==> src/r0split_pkg.sv <==
// shared types and constants for the raid0 stripe splitter
// no dependencies
package r0split_pkg;

    localparam int OFFSET_W   = 44;
    localparam int LENGTH_W   = 18;
    localparam int STRIPE_W   = 25;
    localparam int NDEV_W     = 5;
    localparam int MIDX_W     = 4;
    localparam int QUOT_W     = 32;
    localparam int POS_W      = 45;
    localparam int PROD_W     = QUOT_W + STRIPE_W;
    localparam int CNT_W      = 6;
    localparam int LONG_STEPS = 44;
    localparam int ADDR_W     = 3;
    localparam int DATA_W     = 32;

    localparam logic [STRIPE_W-1:0] STRIPE_MIN = 25'd4096;
    localparam logic [STRIPE_W-1:0] STRIPE_MAX = 25'd16777216;
    localparam logic [LENGTH_W-1:0] LEN_MAX    = 18'd258048;

    localparam logic REG_STRIPE_SIZE = 1'b0;
    localparam logic REG_NUM_DEVICES = 1'b1;

    typedef enum logic [3:0] {
        ST_IDLE,
        ST_MUL_D,
        ST_DL_GO,
        ST_DL_WAIT,
        ST_DS_GO,
        ST_DS_WAIT,
        ST_MUL_BASE,
        ST_BASE_LD,
        ST_EMIT
    } r0split_state_t;

    typedef struct packed {
        logic load_req;
        logic mul_go;
        logic mul_sel_base;
        logic div_go_long;
        logic div_go_short;
        logic capture_q;
        logic capture_div;
        logic load_base;
        logic emit;
    } r0split_cmd_t;

    typedef struct packed {
        logic req_zero;
        logic div_busy;
        logic out_free;
        logic last;
    } r0split_sts_t;

endpackage

==> src/r0split_cfg.sv <==
// configuration registers with apb write and read, and range clamping
// depends on r0split_pkg
module r0split_cfg #(
    parameter int MAX_DEVICES = 16
) (
    input  logic                                  clk,
    input  logic                                  rst_n,
    input  logic                                  psel,
    input  logic                                  penable,
    input  logic                                  pwrite,
    input  logic [r0split_pkg::ADDR_W-1:0]        paddr,
    input  logic [r0split_pkg::DATA_W-1:0]        pwdata,
    output logic [r0split_pkg::DATA_W-1:0]        prdata,
    output logic                                  pready,
    output logic [r0split_pkg::STRIPE_W-1:0]      ss_eff,
    output logic [$clog2(MAX_DEVICES+1)-1:0]      nd_eff
);

    localparam int ND_W = $clog2(MAX_DEVICES + 1);

    logic [r0split_pkg::STRIPE_W-1:0] stripe_size_reg, stripe_size_next;
    logic [r0split_pkg::NDEV_W-1:0]   num_devices_reg, num_devices_next;
    logic                             wr_en;
    logic [31:0]                      nd_wide;

    assign pready = 1'b1;
    assign wr_en  = psel && penable && pwrite && pready;

    always_comb
    begin
        stripe_size_next = stripe_size_reg;
        num_devices_next = num_devices_reg;
        if (wr_en)
        begin
            case (paddr[2])
                r0split_pkg::REG_STRIPE_SIZE:
                    stripe_size_next = pwdata[r0split_pkg::STRIPE_W-1:0];
                r0split_pkg::REG_NUM_DEVICES:
                    num_devices_next = pwdata[r0split_pkg::NDEV_W-1:0];
                default:
                    stripe_size_next = stripe_size_reg;
            endcase
        end
    end

    always_ff @(posedge clk or negedge rst_n)
    begin
        if (!rst_n)
        begin
            stripe_size_reg <= 25'd4096;
            num_devices_reg <= 5'd1;
        end
        else
        begin
            stripe_size_reg <= stripe_size_next;
            num_devices_reg <= num_devices_next;
        end
    end

    always_comb
    begin
        case (paddr[2])
            r0split_pkg::REG_STRIPE_SIZE:
                prdata = {7'd0, stripe_size_reg};
            r0split_pkg::REG_NUM_DEVICES:
                prdata = {27'd0, num_devices_reg};
            default:
                prdata = '0;
        endcase
    end

    // clamp to the supported ranges
    always_comb
    begin
        if (stripe_size_reg < r0split_pkg::STRIPE_MIN)
            ss_eff = r0split_pkg::STRIPE_MIN;
        else if (stripe_size_reg > r0split_pkg::STRIPE_MAX)
            ss_eff = r0split_pkg::STRIPE_MAX;
        else
            ss_eff = stripe_size_reg;
    end

    always_comb
    begin
        if (num_devices_reg == '0)
            nd_wide = 32'd1;
        else if (32'(num_devices_reg) > 32'(MAX_DEVICES))
            nd_wide = 32'(MAX_DEVICES);
        else
            nd_wide = 32'(num_devices_reg);
    end

    assign nd_eff = nd_wide[ND_W-1:0];

endmodule

==> src/r0split_div.sv <==
// radix-2 restoring divider, one quotient bit per cycle
// long mode divides a 44-bit offset, short mode a remainder for SHORT_STEPS quotient bits
// depends on r0split_pkg
module r0split_div #(
    parameter int DVS_W       = 32,
    parameter int SHORT_STEPS = 4
) (
    input  logic                                  clk,
    input  logic                                  rst_n,
    input  logic                                  go_long,
    input  logic                                  go_short,
    input  logic [r0split_pkg::OFFSET_W-1:0]      dividend,
    input  logic [DVS_W-1:0]                      short_in,
    input  logic [DVS_W-1:0]                      divisor,
    output logic                                  busy,
    output logic [r0split_pkg::OFFSET_W-1:0]      quotient,
    output logic [DVS_W-1:0]                      remainder
);

    localparam int OW = r0split_pkg::OFFSET_W;

    logic [DVS_W-1:0]               p_reg, p_next;
    logic [OW-1:0]                  q_reg, q_next;
    logic [DVS_W-1:0]               dvs_reg, dvs_next;
    logic [r0split_pkg::CNT_W-1:0]  cnt_reg, cnt_next;
    logic [DVS_W:0]                 shifted;
    logic [DVS_W+1:0]               diff;
    logic                           ge;

    assign shifted = {p_reg, q_reg[OW-1]};
    assign diff    = {1'b0, shifted} - {2'b00, dvs_reg};
    assign ge      = !diff[DVS_W+1];

    always_comb
    begin
        p_next   = p_reg;
        q_next   = q_reg;
        dvs_next = dvs_reg;
        cnt_next = cnt_reg;
        if (go_long)
        begin
            p_next   = '0;
            q_next   = dividend;
            dvs_next = divisor;
            cnt_next = r0split_pkg::CNT_W'(r0split_pkg::LONG_STEPS);
        end
        else if (go_short)
        begin
            p_next   = DVS_W'(short_in >> SHORT_STEPS);
            q_next   = OW'(short_in) << (OW - SHORT_STEPS);
            dvs_next = divisor;
            cnt_next = r0split_pkg::CNT_W'(SHORT_STEPS);
        end
        else if (cnt_reg != '0)
        begin
            p_next   = ge ? diff[DVS_W-1:0] : shifted[DVS_W-1:0];
            q_next   = {q_reg[OW-2:0], ge};
            cnt_next = cnt_reg - 1'b1;
        end
    end

    always_ff @(posedge clk or negedge rst_n)
    begin
        if (!rst_n)
            cnt_reg <= '0;
        else
            cnt_reg <= cnt_next;
    end

    always_ff @(posedge clk)
    begin
        p_reg   <= p_next;
        q_reg   <= q_next;
        dvs_reg <= dvs_next;
    end

    assign busy      = (cnt_reg != '0);
    assign quotient  = q_reg;
    assign remainder = p_reg;

endmodule

==> src/r0split_dp.sv <==
// datapath: request registers, shared multiplier, divider and chunk output register
// depends on r0split_pkg and r0split_div
module r0split_dp #(
    parameter int MAX_DEVICES = 16
) (
    input  logic                                  clk,
    input  logic                                  rst_n,
    input  r0split_pkg::r0split_cmd_t             cmd,
    output r0split_pkg::r0split_sts_t             sts,
    input  logic [r0split_pkg::STRIPE_W-1:0]      ss_eff,
    input  logic [$clog2(MAX_DEVICES+1)-1:0]      nd_eff,
    input  logic [r0split_pkg::OFFSET_W-1:0]      request_offset,
    input  logic [r0split_pkg::LENGTH_W-1:0]      request_length,
    output logic                                  out_valid,
    input  logic                                  out_ready,
    output logic [r0split_pkg::MIDX_W-1:0]        member_index,
    output logic [r0split_pkg::OFFSET_W-1:0]      member_offset,
    output logic [r0split_pkg::LENGTH_W-1:0]      chunk_length,
    output logic                                  last_chunk
);

    localparam int ND_W  = $clog2(MAX_DEVICES + 1);
    localparam int IDX_W = $clog2(MAX_DEVICES);
    localparam int DVS_W = r0split_pkg::STRIPE_W + ND_W;
    localparam int SW    = r0split_pkg::STRIPE_W;
    localparam int LW    = r0split_pkg::LENGTH_W;
    localparam int OW    = r0split_pkg::OFFSET_W;
    localparam int PW    = r0split_pkg::POS_W;

    logic [OW-1:0]                     pos_reg;
    logic [LW-1:0]                     left_reg;
    logic [r0split_pkg::QUOT_W-1:0]    q_reg;
    logic [IDX_W-1:0]                  idx_reg;
    logic [SW-1:0]                     within_reg;
    logic [PW-1:0]                     base_reg;
    logic [r0split_pkg::PROD_W-1:0]    prod_reg;

    logic                              out_valid_reg, out_valid_next;
    logic [r0split_pkg::MIDX_W-1:0]    member_index_reg;
    logic [OW-1:0]                     member_offset_reg;
    logic [LW-1:0]                     chunk_length_reg;
    logic                              last_chunk_reg;

    logic [r0split_pkg::QUOT_W-1:0]    mul_a;
    logic [DVS_W-1:0]                  div_divisor;
    logic                              div_busy;
    logic [OW-1:0]                     div_quot;
    logic [DVS_W-1:0]                  div_rem;

    logic [SW-1:0]                     room;
    logic [LW-1:0]                     len;
    logic [LW-1:0]                     left_after;
    logic [PW-1:0]                     chunk_pos;
    logic                              wrap;
    logic [IDX_W+3:0]                  idx_ext;
    logic                              out_free;

    // shared multiplier: stripe times device count, then row times stripe
    assign mul_a = cmd.mul_sel_base ? q_reg : r0split_pkg::QUOT_W'(nd_eff);

    always_ff @(posedge clk)
    begin
        if (cmd.mul_go)
            prod_reg <= r0split_pkg::PROD_W'(mul_a) * r0split_pkg::PROD_W'(ss_eff);
    end

    assign div_divisor = cmd.div_go_short ? DVS_W'(ss_eff) : prod_reg[DVS_W-1:0];

    r0split_div #(
        .DVS_W       (DVS_W),
        .SHORT_STEPS (IDX_W)
    ) u_div (
        .clk       (clk),
        .rst_n     (rst_n),
        .go_long   (cmd.div_go_long),
        .go_short  (cmd.div_go_short),
        .dividend  (pos_reg),
        .short_in  (div_rem),
        .divisor   (div_divisor),
        .busy      (div_busy),
        .quotient  (div_quot),
        .remainder (div_rem)
    );

    // chunk arithmetic
    assign room       = ss_eff - within_reg;
    assign len        = (SW'(left_reg) < room) ? left_reg : room[LW-1:0];
    assign left_after = left_reg - len;
    assign chunk_pos  = base_reg + PW'(within_reg);
    assign wrap       = (ND_W'(idx_reg) == (nd_eff - ND_W'(1)));
    assign out_free   = !out_valid_reg || out_ready;

    always_ff @(posedge clk)
    begin
        if (cmd.load_req)
        begin
            pos_reg  <= request_offset;
            left_reg <= (request_length > r0split_pkg::LEN_MAX) ?
                        r0split_pkg::LEN_MAX : request_length;
        end
        else if (cmd.emit)
            left_reg <= left_after;

        if (cmd.capture_q)
            q_reg <= div_quot[r0split_pkg::QUOT_W-1:0];

        if (cmd.capture_div)
        begin
            idx_reg    <= div_quot[IDX_W-1:0];
            within_reg <= div_rem[SW-1:0];
        end
        else if (cmd.emit)
        begin
            within_reg <= '0;
            idx_reg    <= wrap ? '0 : idx_reg + 1'b1;
        end

        if (cmd.load_base)
            base_reg <= prod_reg[PW-1:0];
        else if (cmd.emit && wrap)
            base_reg <= base_reg + PW'(ss_eff);
    end

    // output register
    assign idx_ext = {4'd0, idx_reg};

    always_comb
    begin
        if (cmd.emit)
            out_valid_next = 1'b1;
        else if (out_ready)
            out_valid_next = 1'b0;
        else
            out_valid_next = out_valid_reg;
    end

    always_ff @(posedge clk or negedge rst_n)
    begin
        if (!rst_n)
            out_valid_reg <= 1'b0;
        else
            out_valid_reg <= out_valid_next;
    end

    always_ff @(posedge clk)
    begin
        if (cmd.emit)
        begin
            member_index_reg  <= idx_ext[r0split_pkg::MIDX_W-1:0];
            member_offset_reg <= chunk_pos[OW-1:0];
            chunk_length_reg  <= len;
            last_chunk_reg    <= (left_after == '0);
        end
    end

    assign out_valid     = out_valid_reg;
    assign member_index  = member_index_reg;
    assign member_offset = member_offset_reg;
    assign chunk_length  = chunk_length_reg;
    assign last_chunk    = last_chunk_reg;

    assign sts.req_zero = (request_length == '0);
    assign sts.div_busy = div_busy;
    assign sts.out_free = out_free;
    assign sts.last     = (left_after == '0);

endmodule

==> src/r0split_ctrl.sv <==
// sequencing state machine for the stripe splitter
// depends on r0split_pkg
module r0split_ctrl (
    input  logic                          clk,
    input  logic                          rst_n,
    input  logic                          in_valid,
    output logic                          in_ready,
    input  r0split_pkg::r0split_sts_t     sts,
    output r0split_pkg::r0split_cmd_t     cmd
);

    r0split_pkg::r0split_state_t state_reg, state_next;

    always_ff @(posedge clk or negedge rst_n)
    begin
        if (!rst_n)
            state_reg <= r0split_pkg::ST_IDLE;
        else
            state_reg <= state_next;
    end

    always_comb
    begin
        state_next = state_reg;
        case (state_reg)
            r0split_pkg::ST_IDLE:
                if (in_valid && !sts.req_zero)
                    state_next = r0split_pkg::ST_MUL_D;
            r0split_pkg::ST_MUL_D:
                state_next = r0split_pkg::ST_DL_GO;
            r0split_pkg::ST_DL_GO:
                state_next = r0split_pkg::ST_DL_WAIT;
            r0split_pkg::ST_DL_WAIT:
                if (!sts.div_busy)
                    state_next = r0split_pkg::ST_DS_GO;
            r0split_pkg::ST_DS_GO:
                state_next = r0split_pkg::ST_DS_WAIT;
            r0split_pkg::ST_DS_WAIT:
                if (!sts.div_busy)
                    state_next = r0split_pkg::ST_MUL_BASE;
            r0split_pkg::ST_MUL_BASE:
                state_next = r0split_pkg::ST_BASE_LD;
            r0split_pkg::ST_BASE_LD:
                state_next = r0split_pkg::ST_EMIT;
            r0split_pkg::ST_EMIT:
                if (sts.out_free && sts.last)
                    state_next = r0split_pkg::ST_IDLE;
            default:
                state_next = r0split_pkg::ST_IDLE;
        endcase
    end

    always_comb
    begin
        cmd      = '0;
        in_ready = 1'b0;
        case (state_reg)
            r0split_pkg::ST_IDLE:
            begin
                in_ready     = 1'b1;
                cmd.load_req = in_valid;
            end
            r0split_pkg::ST_MUL_D:
                cmd.mul_go = 1'b1;
            r0split_pkg::ST_DL_GO:
                cmd.div_go_long = 1'b1;
            r0split_pkg::ST_DS_GO:
            begin
                cmd.div_go_short = 1'b1;
                cmd.capture_q    = 1'b1;
            end
            r0split_pkg::ST_MUL_BASE:
            begin
                cmd.mul_go       = 1'b1;
                cmd.mul_sel_base = 1'b1;
                cmd.capture_div  = 1'b1;
            end
            r0split_pkg::ST_BASE_LD:
                cmd.load_base = 1'b1;
            r0split_pkg::ST_EMIT:
                cmd.emit = sts.out_free;
            default:
                cmd = '0;
        endcase
    end

endmodule

==> src/raid0_stripe_splitter_top.sv <==
// raid0 stripe splitter top level
// depends on r0split_pkg, r0split_cfg, r0split_dp, r0split_ctrl
//
// one request (request_offset, request_length) is taken on the input channel
// (in_valid/in_ready) and split into chunks on the output channel
// (out_valid/out_ready), one chunk per stripe touched, in ascending order,
// last_chunk set on the final one. a zero-length request gives no chunks.
// stripe_size sits at address 0 and num_devices at address 4 of the apb port.
// the first chunk follows the request transfer after a multiply, a 44-step
// divide of the offset by stripe_size * num_devices, a clog2(MAX_DEVICES)-step
// divide of the remainder by stripe_size, then a multiply for the member row
// offset.
// further chunks follow one per cycle while out_ready is high.
// a new request is taken once the last chunk is in the output register.
// if the receiver stalls the output register holds its chunk and the
// sequencer waits. reset empties the output register, returns to idle and
// sets stripe_size to 4096 and num_devices to 1.
module raid0_stripe_splitter_top #(
    parameter int MAX_DEVICES = 16
) (
    input  logic                                  clk,
    input  logic                                  rst_n,
    input  logic                                  psel,
    input  logic                                  penable,
    input  logic                                  pwrite,
    input  logic [r0split_pkg::ADDR_W-1:0]        paddr,
    input  logic [r0split_pkg::DATA_W-1:0]        pwdata,
    output logic [r0split_pkg::DATA_W-1:0]        prdata,
    output logic                                  pready,
    input  logic                                  in_valid,
    output logic                                  in_ready,
    input  logic [r0split_pkg::OFFSET_W-1:0]      request_offset,
    input  logic [r0split_pkg::LENGTH_W-1:0]      request_length,
    output logic                                  out_valid,
    input  logic                                  out_ready,
    output logic [r0split_pkg::MIDX_W-1:0]        member_index,
    output logic [r0split_pkg::OFFSET_W-1:0]      member_offset,
    output logic [r0split_pkg::LENGTH_W-1:0]      chunk_length,
    output logic                                  last_chunk
);

    localparam int ND_W = $clog2(MAX_DEVICES + 1);

    logic [r0split_pkg::STRIPE_W-1:0] ss_eff;
    logic [ND_W-1:0]                  nd_eff;
    r0split_pkg::r0split_cmd_t        cmd;
    r0split_pkg::r0split_sts_t        sts;

    r0split_cfg #(
        .MAX_DEVICES (MAX_DEVICES)
    ) u_cfg (
        .clk     (clk),
        .rst_n   (rst_n),
        .psel    (psel),
        .penable (penable),
        .pwrite  (pwrite),
        .paddr   (paddr),
        .pwdata  (pwdata),
        .prdata  (prdata),
        .pready  (pready),
        .ss_eff  (ss_eff),
        .nd_eff  (nd_eff)
    );

    r0split_dp #(
        .MAX_DEVICES (MAX_DEVICES)
    ) u_dp (
        .clk            (clk),
        .rst_n          (rst_n),
        .cmd            (cmd),
        .sts            (sts),
        .ss_eff         (ss_eff),
        .nd_eff         (nd_eff),
        .request_offset (request_offset),
        .request_length (request_length),
        .out_valid      (out_valid),
        .out_ready      (out_ready),
        .member_index   (member_index),
        .member_offset  (member_offset),
        .chunk_length   (chunk_length),
        .last_chunk     (last_chunk)
    );

    r0split_ctrl u_ctrl (
        .clk      (clk),
        .rst_n    (rst_n),
        .in_valid (in_valid),
        .in_ready (in_ready),
        .sts      (sts),
        .cmd      (cmd)
    );

endmodule

==> config.mk <==
export PLATFORM = sky130hd
export DESIGN_NAME = raid0_stripe_splitter_top
export DESIGN_NICKNAME = d
export VERILOG_FILES = /design/src/r0split_pkg.sv /design/src/r0split_cfg.sv /design/src/r0split_div.sv /design/src/r0split_dp.sv /design/src/r0split_ctrl.sv /design/src/raid0_stripe_splitter_top.sv
export SDC_FILE = /design/constraint.sdc
export NUM_CORES = 2
export LEC_CHECK = 0
export BUFFER_PORTS_ARGS = -buffer_cell sky130_fd_sc_hd__buf_2
export CORE_MARGIN = 2
export CORE_UTILIZATION = 50
export CTS_CLUSTER_DIAMETER = 150
export DETAILED_ROUTE_END_ITERATION = 8
export GPL_TIMING_DRIVEN = 0
export PLACE_DENSITY_LB_ADDON = 0.12
export SYNTH_ARGS = -nofsm -noshare
export SYNTH_HDL_FRONTEND = slang
export SYNTH_SLANG_ARGS = --single-unit
==> constraint.sdc <==
create_clock -name clk -period 22.5 [get_ports clk]
set_input_delay 2.25 -clock clk [delete_from_list [all_inputs] [get_ports clk]]
set_output_delay 2.25 -clock clk [all_outputs]
set_load 0.02 [all_outputs]
# [Word level (Yosys, flattened, before mapping)]
# Cells that the tools add are included.
[totals] register_bits=425 out_inout_bits=102 in_bits=104 wordCells=118
[classes] mul=1 reduce_logical=26 n_eq_ne=13 order_cmp=5 addsub=8 bitwise_logic=1 mux=44
[op_table] operator="$mux 44" n=3
[op_table] operator="$mux 30" n=4
[op_table] operator="$mux 25" n=4
[op_table] operator="$mux 45" n=2
[op_table] operator="$mux 18" n=4
[op_table] operator="$pmux 32 s2" n=1
[op_table] operator="$mux 26" n=2
[op_table] operator="$add 45x25->45" n=1
[op_table] operator="$mul 32x25->45" n=1
[op_table] operator="$add 44x25->44" n=1
[op_table] operator="$logic_not 18->1" n=2
[op_table] operator="$pmux 4 s9" n=1
[op_table] operator="$mux 32" n=1
[op_table] operator="$sub 31x30->32" n=1
[op_table] operator="$mux 4" n=7
[op_table] operator="$gt 25x25->1 const B" n=1
[op_table] operator="$lt 18x25->1" n=1
[op_table] operator="$lt 25x13->1 const B" n=1
[op_table] operator="$sub 25x25->25" n=1
[op_table] operator="$gt 18x18->1 const B" n=1
[op_table] operator="$mux 6" n=3
[op_table] operator="$sub 18x18->18" n=1
[op_table] operator="$eq 4x3->1 const B" n=4
[op_table] operator="$reduce_bool 2->1" n=6
[op_table] operator="other kinds (24)" n=44

# [Depth between registers and ports, before layout]
[logic_depth] word_depth=11 mapped_depth=50

# [By module]
# A second synthesis with hierarchy kept.
[hier_totals] cells_unflattened=4790 area_unflattened_um2=46629.7
[modules_own_cells] mod="r0split_dp" cells_per_inst=3977 area_each_um2=38296.7 instances=1 seq_area_each_um2=8373.0
[modules_own_cells] mod="r0split_div" cells_per_inst=633 area_each_um2=6276.0 instances=1 seq_area_each_um2=2972.9
[modules_own_cells] mod="r0split_cfg" cells_per_inst=142 area_each_um2=1714.1 instances=1 seq_area_each_um2=753.2
[modules_own_cells] mod="r0split_ctrl" cells_per_inst=38 area_each_um2=342.8 instances=1 seq_area_each_um2=100.1

# [Worst setup path before layout]
# No wires, ideal clock.
[synth_path] path_kind="reg-to-reg" startpoint="reg u_cfg.stripe_size_reg[20] in the netlist's numbering" endpoint="reg u_dp.last_chunk_reg (netlist: u_dp.last_chunk), data pin" setup_ps=150 arrival_time_ps=9428 n_path_buf=7 path_stages_with_launch=50 path_slack_ps=12922 t_required_ps=22350 path_cell_list="dfrtp_1 > nor4_1 > nand3_1 > nand4b_1 > a21oi_1 > clkbuf_1 > nand2_1 > inv_1 > clkbuf_1 > buf_1 > ha_1 > clkbuf_2 > and3_1 > a221oi_2 > a31o_2 > o311ai_1 > and2_1 > xor2_1 > [14 not listed] > a21oi_1 > inv_1 > fa_1 > nand2b_1 > a21boi_0 > mux2i_1 > o211ai_1 > and2_1 > a21oi_1 > o311a_1 > maj3_1 > xnor2_1 > nor2_1 > a31oi_1 > nor4_2 > nand2_1 > or4_1 > nor3_2"
[synth_lines] element="start, declared" line="r0split_cfg.sv:21" source="logic [r0split_pkg::STRIPE_W-1:0] stripe_size_reg, stripe_size_next;"
[synth_lines] element="start signal, assigned" line="r0split_cfg.sv:55" source="stripe_size_reg <= stripe_size_next;"
[synth_lines] element="end signal, assigned" line="r0split_dp.sv:152" source="last_chunk_reg <= (left_after == '0);"
[synth_lines] element="end, declared" line="r0split_dp.sv:42" source="logic last_chunk_reg;"

# [Final worst setup path]
[layout_path] startpoint="reg u_cfg.stripe_size_reg[24] in the netlist's numbering" endpoint="reg u_ctrl.state_reg[3]"
[layout_via] elab_chain_cells=11
[layout_rtl] element="$gt 25x25->1" line="r0split_cfg.sv:77" source="else if (stripe_size_reg > r0split_pkg::STRIPE_MAX)"
[layout_rtl] element="$mux 25" line="r0split_cfg.sv:77"
[layout_rtl] element="$mux 25 *" line="r0split_cfg.sv:75" source="if (stripe_size_reg < r0split_pkg::STRIPE_MIN)"
[layout_rtl] element="$sub 25x25->25 *" line="r0split_dp.sv:86" source="assign room = ss_eff - within_reg;"
[layout_rtl] element="$lt 18x25->1" line="r0split_dp.sv:87" source="assign len = (SW'(left_reg) < room) ? left_reg : room[LW-1:0];"
[layout_rtl] element="$mux 18 *" line="r0split_dp.sv:87"
[layout_rtl] element="via u_dp.len[0]" line="r0split_dp.sv:51" source="logic [LW-1:0] len;"
[layout_rtl] element="$sub 18x18->18 *" line="r0split_dp.sv:88" source="assign left_after = left_reg - len;"
[layout_rtl] element="$logic_not 18->1 *" line="r0split_dp.sv:165" source="assign sts.last = (left_after == '0);"
[layout_rtl] element="$logic_and 1x1->1 *" line="r0split_ctrl.sv:46" source="if (sts.out_free && sts.last)"
[layout_rtl] element="$ne 2x1->1 (no source line) *"
[layout_rtl] element="$reduce_and 4->1 (no source line) *"
[layout_rtl] element="end signal, assigned" line="r0split_ctrl.sv:17" source="state_reg <= r0split_pkg::ST_IDLE;"
[layout_rtl] element="end signal, assigned" line="r0split_ctrl.sv:19" source="state_reg <= state_next;"
[layout_rtl] element="end, declared" line="r0split_ctrl.sv:12" source="r0split_pkg::r0split_state_t state_reg, state_next;"
# The timed path passes the listed nets; every way through them passes the cells marked *.
# A chain may end at the register's enable or synchronous reset.

==> flow_summary.json <==
{
  "cp-start-kind": "register",
  "hold_path_depth": 0,
  "cts.sinks": 423,
  "ys_async_sr_fraction": 0.09693,
  "syn_inst": 4727,
  "drt_iter0_drc": 3090,
  "rsz0062_at_grt": "no",
  "final_hold_viol_count": 0,
  "leakagePower_nw": 21.23,
  "drv_slew": 6,
  "vias_per_cell": 5.656,
  "finalCritPeriodShare": 0.6258,
  "period_needed_ps": 14080,
  "clk_pin_slew_worst_paths_ps": 60,
  "syn_area_sq_mm": 0.04495,
  "yosysTopAreaCellShare": 0.2748,
  "ant_nets": 0,
  "track_usage": 0.3286,
  "grt_pass1_wl_um": 225000,
  "ctsLongestPathBuffers": 3,
  "drt_wl_total_um": 149500,
  "cp.required_ps": 22950,
  "p_per_area_mw_per_mm2": 76.28,
  "setup_ws_ps": 8419,
  "setup_viol": 0,
  "status": "finished, violations left",
  "worstMarginPinSlew_ps": 1501,
  "fin_nets": 5965,
  "first_global_vias": 36270,
  "port_buffers": 187,
  "cp.arrival_ps": 14530,
  "start_util": 0.5063,
  "drive_above_1_share": 0.07882,
  "place_ws_ps": 8458,
  "cts_made_buffers": 51,
  "die_w_um": 303.8,
  "finalWeightedCongestion": 0.9989,
  "coreArea_sq_mm": 0.08878,
  "seq_area_frac_synth": 0.2714,
  "ir_drop_uv": 81.18,
  "cts_tree": "built",
  "wl_per_cell_um": 24.14,
  "ctsHoldBuffers": 0,
  "clock_latency_ps": 630,
  "h-tree-depth": 2,
  "synth_ff_type": "edfxtp_1",
  "violations": "max-capacitance violations, max-slew violations",
  "r2r_cells": 47,
  "num-fill-cells": 8137,
  "drtPass1Iterations": 5,
  "path_class": "reg -> reg",
  "die_h_um": 303.8,
  "synth_edf_count": 352,
  "cts-root-buf": "clkbuf_16",
  "fin_worst_skew_ps": 26.15,
  "gr-total-overflow": 0,
  "synthTopCellsByCount": "nand2_1, inv_1, fa_1, nor2_1, edfxtp_1",
  "dp_hpwl_um": 123000,
  "crit_top_cell": "clkbuf_1",
  "area_growth_pct": 9.703,
  "cp-end-kind": "register",
  "synth.most_common_cell": "nand2_1",
  "grt_max_degree": 54,
  "slowest_delay_ps": 1000,
  "post_cts_buffers": 0,
  "synth_cell_types": 105,
  "cap_violations": 2,
  "synth_area_leaders": "fa_1, edfxtp_1, ha_1",
  "io_pins": 206,
  "yosysWarnings": 0,
  "critical_path.slowest_cell": "nor4_1",
  "antenna_found_initial": 10,
  "die-area_sq_mm": 0.09232,
  "ys_ff_latch": 423,
  "setup-tns-final_ps": 0,
  "min_path_type": "reg -> reg",
  "fmax_mhz": 71.02,
  "drc_errors": 0,
  "yosys.area.top_type": "fa_1",
  "relSlewSlack": -0.008228,
  "postCtsResizedCells": 0,
  "syn_avg_cell_area_sq_um": 9.510,
  "num_vias": 35030,
  "num_rows": 109,
  "cp_max_fo": 11
}
==> placed cells by master, fill, tap and decap left out, types with 10 or more instances in the layout <==
| master | count |
|---|---|
| ha_1 | 263 |
| buf_2 | 187 |
| clkbuf_16 | 54 |
| dfrtp_1 | 39 |
| inv_1 | 738 |
| clkbuf_1 | 199 |
| nor4_1 | 14 |
| clkinv_1 | 11 |
| nand2_1 | 741 |
| o31ai_1 | 13 |
| o21ai_0 | 197 |
| and3_1 | 71 |
| nand2b_1 | 36 |
| or2_2 | 11 |
| nor2_1 | 420 |
| a31oi_1 | 19 |
| mux2_2 | 40 |
| or3_1 | 16 |
| nor2b_1 | 42 |
| xor2_1 | 76 |
| dfxtp_1 | 30 |
| edfxtp_1 | 352 |
| a211oi_1 | 34 |
| a21oi_1 | 136 |
| a22o_1 | 45 |
| nand3_1 | 43 |
| buf_4 | 11 |
| a21boi_0 | 10 |
| a21o_1 | 55 |
| nand4_1 | 20 |
| fa_1 | 617 |
| buf_1 | 16 |
| o21a_1 | 28 |
| xnor2_1 | 123 |
| o21bai_1 | 18 |
| and2_1 | 20 |
| nor3_1 | 60 |
==> report_power, final <==
| group | leakage, nW | switching, mW | internal [mW] | total (mW) |
|---|---|---|---|---|
| sequential | 4.07 | 0.144 | 1.04 | 1.19 |
| clock | 0.851 | 0.351 | 0.503 | 0.855 |
| combinational | 16.3 | 1.09 | 0.629 | 1.72 |
==> final cells by class <==
class | instances | area [sq um] | share of cell area
multi-input combinational | 3342 | 29110 | 0.5902
clock inverter | 27 | 275.3 | 0.005582
antenna | 4 | 10.01 | 0.0002030
timing repair buffer | 195 | 1091 | 0.02212
buffer | 223 | 922.1 | 0.01870
inverter | 745 | 2796 | 0.05671
tap | 1165 | 1458 | 0.02956
sequential | 423 | 12200 | 0.2474
clock buffer | 69 | 1458 | 0.02956
==> kinds of logic (layout without fill, tap and decap cells) <==
logic type | count (synthesis) | in the layout | share of synthesized area
and+or+nand+nor | 1540 | 1540 | 0.1492
buffers and inverters | 968 | 1259 | 0.08261
xor gates and xnor gates | 200 | 200 | 0.03927
other | 2 | 12 | 0.0001671
DFF | 423 | 423 | 0.2714
AOI/OAI and AO/OA | 660 | 660 | 0.09591
adders and majority gates | 884 | 884 | 0.3489
muxes | 50 | 50 | 0.01264
==> per-stage QoR <==
stage	power, mW	instance area (sq um)	utilization	hold slack, ps	std cells
floorplan	2.317	44980	-	427.3	4733
global placement	2.855	47370	0.5335	438.2	6085
detailed placement	2.880	47570	0.5357	437.8	6093
CTS	3.741	49300	0.5553	456.0	6189
global route	3.988	49310	0.5554	478.8	6190
finish	3.762	49310	0.5554	453.4	6193
==> metal layers <==
layer / global-route usage / routed length (um) / vias up
li1: - / - / 15780
met1: 0.4068 / 57750 / 17320
met2: 0.5315 / 68590 / 1504
met3: 0.06832 / 12300 / 421
met4: 0.1997 / 10870 / 2
met5: 0 / 13 / -
==> worst max-delay path: cells and delay by family (launching register included) <==
| family | cells | cell delay (ps) |
|---|---|---|
| buffers and inverters | 10 | 4130 |
| and+or+nand+nor | 14 | 3950 |
| AOI/OAI and AO/OA | 15 | 2980 |
| adders and majority gates | 5 | 1780 |
| DFF | 1 | 600 |
| xor gates and xnor gates | 2 | 300 |
| muxes | 1 | 100 |
==> final timing paths <==
path / start / endpoint / slack, ps
worst min-delay path: u_dp.u_div.quotient[13] / u_dp.q_reg[13] / 450
max in group asynchronous: rst_n / u_ctrl.state_reg[1] / 19920
worst max-delay path: u_cfg.stripe_size_reg[24] / u_ctrl.state_reg[3] / 8420
min in group asynchronous: rst_n / u_cfg.stripe_size_reg[20] / 1880
worst min register to register: u_dp.u_div.quotient[13] / u_dp.q_reg[13] / 450
worst max register to register: u_cfg.stripe_size_reg[24] / u_ctrl.state_reg[3] / 8420
No activity file was read; power rests on OpenSTA's default activity.
